`src/sv/pgv_pkg.sv`:
```
// Shared types, constants and arithmetic helpers for the projected grid vertex generator.
`timescale 1ns / 1ps
`default_nettype none

package pgv_pkg;

   localparam int MAX_GRID_SIDE    = 256;
   localparam int MATRIX_FRAC_BITS = 12;
   localparam int SIDE_W           = 9;
   localparam int SIDE_CMP_W       = 13;
   localparam int FROM_W           = 19;
   localparam int DELTA_W          = 17;
   localparam int CORNER_W         = 34;
   localparam int CORNER_SHIFT     = MATRIX_FRAC_BITS + 4;
   localparam int SUM_W            = CORNER_SHIFT + CORNER_W + 1;
   localparam int PART_W           = 44;
   localparam int BLEND_W          = 54;
   localparam int MAG_W            = 54;
   localparam int QUO_W            = 32;
   localparam int CSR_INDEX_W      = 3;
   localparam int CSR_DATA_W       = 64;

   typedef enum logic [CSR_INDEX_W-1:0] {
      REG_MATRIX_ROW0  = 3'd0,
      REG_MATRIX_ROW1  = 3'd1,
      REG_MATRIX_ROW2  = 3'd2,
      REG_MATRIX_ROW3  = 3'd3,
      REG_PLANE_HEIGHT = 3'd4,
      REG_GRID_WIDTH   = 3'd5,
      REG_GRID_HEIGHT  = 3'd6
   } reg_index_type;

   typedef struct packed {
      logic [7:0] column;
      logic [7:0] row;
   } req_type;

   typedef struct packed {
      logic signed [31:0] pos_x;
      logic signed [31:0] pos_y;
      logic signed [31:0] pos_z;
      logic               degenerate;
   } rsp_type;

   typedef struct packed {
      logic [SIDE_W-1:0] wa;
      logic [SIDE_W-1:0] wi;
      logic [SIDE_W-1:0] wb;
      logic [SIDE_W-1:0] wj;
   } weight_type;

   typedef struct packed {
      logic       valid;
      weight_type w;
   } item_type;

   typedef logic signed [CORNER_W-1:0] corner_type;

   typedef struct packed {
      logic [MAG_W-1:0] rem;
      logic             qbit;
   } div_step_type;

   // One restoring division step: shift in one dividend bit and try to subtract.
   function automatic div_step_type div_step(input logic [MAG_W-1:0] rem,
                                             input logic din,
                                             input logic [MAG_W-1:0] dvs);
      logic [MAG_W:0] trial;
      div_step_type   res;
      trial = {rem, din};
      if (trial >= {1'b0, dvs}) begin
         res.rem  = MAG_W'(trial - {1'b0, dvs});
         res.qbit = 1'b1;
      end else begin
         res.rem  = trial[MAG_W-1:0];
         res.qbit = 1'b0;
      end
      return res;
   endfunction

   // Applies the sign to a quotient magnitude and saturates to the Q16.16 range.
   function automatic logic signed [31:0] sat_q16(input logic [QUO_W-1:0] q,
                                                  input logic ovf,
                                                  input logic neg);
      logic signed [31:0] res;
      if (neg) begin
         if (ovf || (q > 32'h8000_0000)) begin
            res = 32'sh8000_0000;
         end else begin
            res = $signed(32'd0 - q);
         end
      end else begin
         if (ovf || q[QUO_W-1]) begin
            res = 32'sh7FFF_FFFF;
         end else begin
            res = $signed(q);
         end
      end
      return res;
   endfunction

endpackage

`default_nettype wire

```
`src/sv/pgv_front.sv`:
```
// Front end: accepts request words, clamps the indices and queues the blend weights.
`timescale 1ns / 1ps
`default_nettype none

module pgv_front (
   input  wire logic                             clock,
   input  wire logic                             reset,
   input  wire logic                             start,
   input  wire pgv_pkg::req_type                 req_data,
   input  wire logic [pgv_pkg::SIDE_W-1:0]       grid_width,
   input  wire logic [pgv_pkg::SIDE_W-1:0]       grid_height,
   input  wire logic                             corner_ready,
   output logic                                  busy,
   output pgv_pkg::item_type                     head
);

   pgv_pkg::weight_type        mem_ff [2];
   logic                       wr_ptr_ff;
   logic                       rd_ptr_ff;
   logic [1:0]                 count_ff;

   logic [pgv_pkg::SIDE_W-1:0] gw_c;
   logic [pgv_pkg::SIDE_W-1:0] gh_c;
   logic [pgv_pkg::SIDE_W-1:0] w1_c;
   logic [pgv_pkg::SIDE_W-1:0] h1_c;
   logic [pgv_pkg::SIDE_W-1:0] i_c;
   logic [pgv_pkg::SIDE_W-1:0] j_c;
   pgv_pkg::weight_type        w_c;
   logic                       push;
   logic                       pop;

   always_comb begin
      gw_c = grid_width;
      if ({4'd0, grid_width} > pgv_pkg::SIDE_CMP_W'(pgv_pkg::MAX_GRID_SIDE)) begin
         gw_c = pgv_pkg::SIDE_W'(pgv_pkg::MAX_GRID_SIDE);
      end
      if (grid_width < 9'd2) begin
         gw_c = 9'd2;
      end
      gh_c = grid_height;
      if ({4'd0, grid_height} > pgv_pkg::SIDE_CMP_W'(pgv_pkg::MAX_GRID_SIDE)) begin
         gh_c = pgv_pkg::SIDE_W'(pgv_pkg::MAX_GRID_SIDE);
      end
      if (grid_height < 9'd2) begin
         gh_c = 9'd2;
      end
      w1_c = gw_c - 9'd1;
      h1_c = gh_c - 9'd1;
      i_c  = ({1'b0, req_data.column} > w1_c) ? w1_c : {1'b0, req_data.column};
      j_c  = ({1'b0, req_data.row} > h1_c) ? h1_c : {1'b0, req_data.row};
      w_c.wa = w1_c - i_c;
      w_c.wi = i_c;
      w_c.wb = h1_c - j_c;
      w_c.wj = j_c;
   end

   assign busy = ~corner_ready | (count_ff == 2'd2);
   assign push = start & ~busy;
   assign pop  = (count_ff != 2'd0);

   always_ff @(posedge clock) begin
      if (push) begin
         mem_ff[wr_ptr_ff] <= w_c;
      end
      if (reset) begin
         wr_ptr_ff <= 1'b0;
         rd_ptr_ff <= 1'b0;
         count_ff  <= 2'd0;
      end else begin
         if (push) begin
            wr_ptr_ff <= ~wr_ptr_ff;
         end
         if (pop) begin
            rd_ptr_ff <= ~rd_ptr_ff;
         end
         count_ff <= count_ff + {1'b0, push} - {1'b0, pop};
      end
   end

   assign head.valid = pop;
   assign head.w     = mem_ff[rd_ptr_ff];

   a_no_push_when_full: assert property (@(posedge clock) disable iff (reset)
      !(push && (count_ff == 2'd2)))
      else $error("queue written while full");

endmodule

`default_nettype wire

```
`config.mk`:
```
export PLATFORM = sky130hd
export DESIGN_NAME = pgv_front
export DESIGN_NICKNAME = d
export VERILOG_FILES = /design/src/sv/pgv_pkg.sv /design/src/sv/pgv_front.sv
export SDC_FILE = /design/constraint.sdc
export NUM_CORES = 1
export LEC_CHECK = 0
export ABC_AREA = 0
export BUFFER_PORTS_ARGS = -buffer_cell sky130_fd_sc_hd__buf_2
export CAP_MARGIN = 15
export CORE_UTILIZATION = 57
export DETAILED_ROUTE_END_ITERATION = 10
export PLACE_DENSITY_LB_ADDON = 0.08
export SYNTH_ARGS = -nofsm -noshare
export SYNTH_HDL_FRONTEND = slang
export SYNTH_SLANG_ARGS = --single-unit
```
`constraint.sdc`:
```
create_clock -name clock -period 6.7 [get_ports clock]
set_input_delay 0.67 -clock clock [delete_from_list [all_inputs] [get_ports clock]]
set_output_delay 0.67 -clock clock [all_outputs]
set_load 0.03 [all_outputs]
```
==> reports/results.tsv <==
metric	value	unit
cts-root-buf	clkbuf_8	
switching_power	0.395	mW
post-route-period-util	82.5	%
io_pins	76	
worstSetupPathType	in2reg	
p_int	0.995	mW
timing.clock.skew	0.00584	ns
wire_per_inst	15.4	um
slowest_delay	0.57	ns
ir_drop	103	uV
cp_data_required_time	6.79	ns
critPathLaunchType	primary input	
hold_depth	2	
drive_gt1_share	34.7	%
p_sw_share	28.4	%
synth_simple_gate_area_share	9.02	%
avgSynthCellArea	12.7	um^2
postCtsSetupBuffers	0	
hold_violations	0	
vias	3073	
port_buffers	75	
rsz0062_at_grt	false	
nNetsFinal	519	
synth_edf_count	72	
clk_pin_slew	0.08	ns
die_h	91.9	um
min_period	5.53	ns
grt_max_degree	37	
drt-total-wl	8490	um
start_util	59.3	%
synth_seq_cells	77	
clock-sinks	77	
tightest_slew	1.05	ns
worstPathCellList	buf_2 -> nor4_1 -> nand2b_1 -> o311ai_1 -> ha_1 -> o21ai_0 -> o21ai_0 -> inv_1 -> ha_1 -> nand4_1 -> o211ai_1 -> a31oi_1 -> nor4_4 -> mux2i_1 -> ha_1 -> fa_1 -> nor2b_1 -> o31a_1 -> nand2b_1 -> a31oi_1 -> xor2_1	
cap_violations	0	
insertedDiodeCount	0	
antenna_found_initial	0	
finalMaxSlewViolations	0	
power_density	261	mW/mm^2
cts_tree	yes	
cts_made_buffers	9	
drt-pass1-iter-count	4	
combPwrFrac	27.0	%
dp.final_hpwl	6400	um
run_status	completed	
synth-compound-area-share	9.13	%
path_max_fanout	8	
netlist_area	0.00461	mm^2
power.total	1.39	mW
slowest_stage	nor4_4	
synth_top_family_by_area	multiplexers	
critPathCaptureType	register	
crit_arrival	5.62	ns
muxShareOfSynthArea	16.1	%
synth-seq-area-share	49.1	%
drtIter0Drc	74	
rows	32	
synthAdderAreaFrac	10.1	%
drc	0	
power_frac_seq	42.5	%
setup_tns	0	ns
clkPwrFrac	30.5	%
ant_nets	0	
viasPerCell	5.57	
synth_warnings	0	
grt_pass1_vias	2941	
setup_violations	0	
die_area	0.00844	mm^2
clk_latency	0.34	ns
timing.fmax	0.181	GHz
gp_congestion	0.886	
power_leakage	2.10	nW
synth_top_flop_cell	edfxtp_1	
yosysUniqueCellTypes	51	
clk_path_buf_depth	2	
cp_common_cell	ha_1	
hold_buffers	0	
relSlewSlack	29.5	%
area_delta_synth_final	15.5	%
synth_xor_area_share	2.66	%
syn_inst	363	
grt_pass1_wl	13900	um
htreeDepth	3	
die_x	91.9	um
grt_use_total	21.3	%
holdCritPathClass	reg2reg	
r2r_cells	3	
core	0.00777	mm^2
async_reset_ff_share	0	%
grt_overflow	0	
cts-resized-gates	0	
## power by group through the flow
stage               sequential (mW)  clock [mW]  combinational [mW]
floorplan                     0.598           0               0.286
global placement              0.600           0               0.364
detailed placement            0.602           0               0.373
CTS                           0.591       0.430               0.376
global route                  0.593       0.451               0.412
finish                        0.590       0.424               0.376
## layout by cell type (no fill, tap or decap), types with 3 or more instances in the layout
master and instances:
a21boi_0 3, a21oi_1 12, a31oi_1 3, buf_2 75, bufinv_16 3, clkbuf_8 10
conb_1 4, dfxtp_1 5, edfxtp_1 72, ha_1 34, inv_1 26, mux2_2 45
mux2_4 5, mux2i_1 16, nand2_1 12, nand2b_1 6, nand4_1 4, nor2_1 17
nor2b_1 7, nor3_1 4, nor4_1 6, o211ai_1 4, o21a_1 8, o21ai_0 15
o31a_1 4, xnor2_1 11, xor2_1 3
## through the flow
step | std cells | instance area [um^2] | util (%) | worst slack (ns) | hold WS (ns)
6_report | 552 | 5320 | 68.5 | 1.17 | 0.453
5_1_grt | 552 | 5320 | 68.5 | 0.576 | 0.482
4_1_cts | 552 | 5320 | 68.5 | 1.18 | 0.456
3_5_place_dp | 536 | 5070 | 65.3 | 0.818 | 0.451
3_3_place_gp | 536 | 5070 | 65.3 | 1.09 | 0.428
2_1_floorplan | 366 | 4620 | - | 1.54 | 0.418
## critical path, delay by kind of cell
kind / cells / cell delay, ns
mux: 1 / 0.42
xor+xnor: 1 / 0.10
fa+ha+maj: 4 / 1.18
buf+inv: 2 / 0.21
simple gates: 6 / 1.55
compound gates: 7 / 1.46
## flip-flops by register name (all words and copies together), names as in the netlist, named ones only
name and flops:
count_ff 2, wr_ptr_ff 1, rd_ptr_ff 1, mem_ff 72
## per-layer routing
metal / part of all wire [%] / up-vias / track usage [%]
li1: - / 1523 / -
met1: 49 / 1468 / 29.5
met2: 46 / 77 / 34.5
met3: 3.8 / 5 / 4.48
met4: 0.85 / 0 / 5.34
met5: 0 / - / 0
## synth_stat cells, drive strengths merged, types with 4 or more instances
| master | n | share of area (%) |
|---|---|---|
| xnor2 | 11 | 2.1 |
| o21a | 8 | 1.3 |
| o31a | 4 | 0.76 |
| mux2 | 50 | 13 |
| o211ai | 4 | 0.65 |
| buf | 7 | 1.5 |
| nor4 | 8 | 1.7 |
| a21oi | 14 | 1.7 |
| ha | 34 | 9.2 |
| nand4 | 4 | 0.54 |
| nand2b | 6 | 0.82 |
| nor3 | 4 | 0.43 |
| nand2 | 12 | 0.98 |
| dfxtp | 5 | 2.2 |
| mux2i | 16 | 3.5 |
| edfxtp | 72 | 47 |
| nor2b | 7 | 0.95 |
| nor2 | 19 | 1.5 |
| inv | 26 | 2.1 |
| o21ai | 16 | 1.8 |
## path summary, 6_finish.rpt
kind / endpoint / slack (ns) / start
worst min register to register: count_ff[1] / 0.45 / count_ff[0]
worst max register to register: mem_ff[0][20] / 4.68 / count_ff[0]
worst max-delay path: mem_ff[1][17] / 1.17 / grid_height[6]
worst min-delay path: count_ff[1] / 0.45 / count_ff[0]
## cell families (layout without fill, tap and decap cells)
| kind of cell | after synthesis | in the layout |
|---|---|---|
| xor gates and xnor gates | 14 | 14 |
| other | 1 | 4 |
| buffers and inverters | 35 | 119 |
| and+or+nand+nor | 71 | 71 |
| adders and majority gates | 36 | 36 |
| AOI/OAI and AO/OA | 63 | 63 |
| muxes | 66 | 66 |
| DFF | 77 | 77 |
## area by class of cell
| class | count | area, um^2 |
|---|---|---|
| fillers | 590 | 2450 |
| flip-flops and latches | 77 | 2260 |
| multi-input cells | 254 | 2200 |
| repair buffers | 77 | 390 |
| clock buffers | 11 | 141 |
| well taps | 102 | 128 |
| clock inverters | 5 | 106 |
| inverters | 26 | 97.6 |
Power figures use the tool's default switching activity.
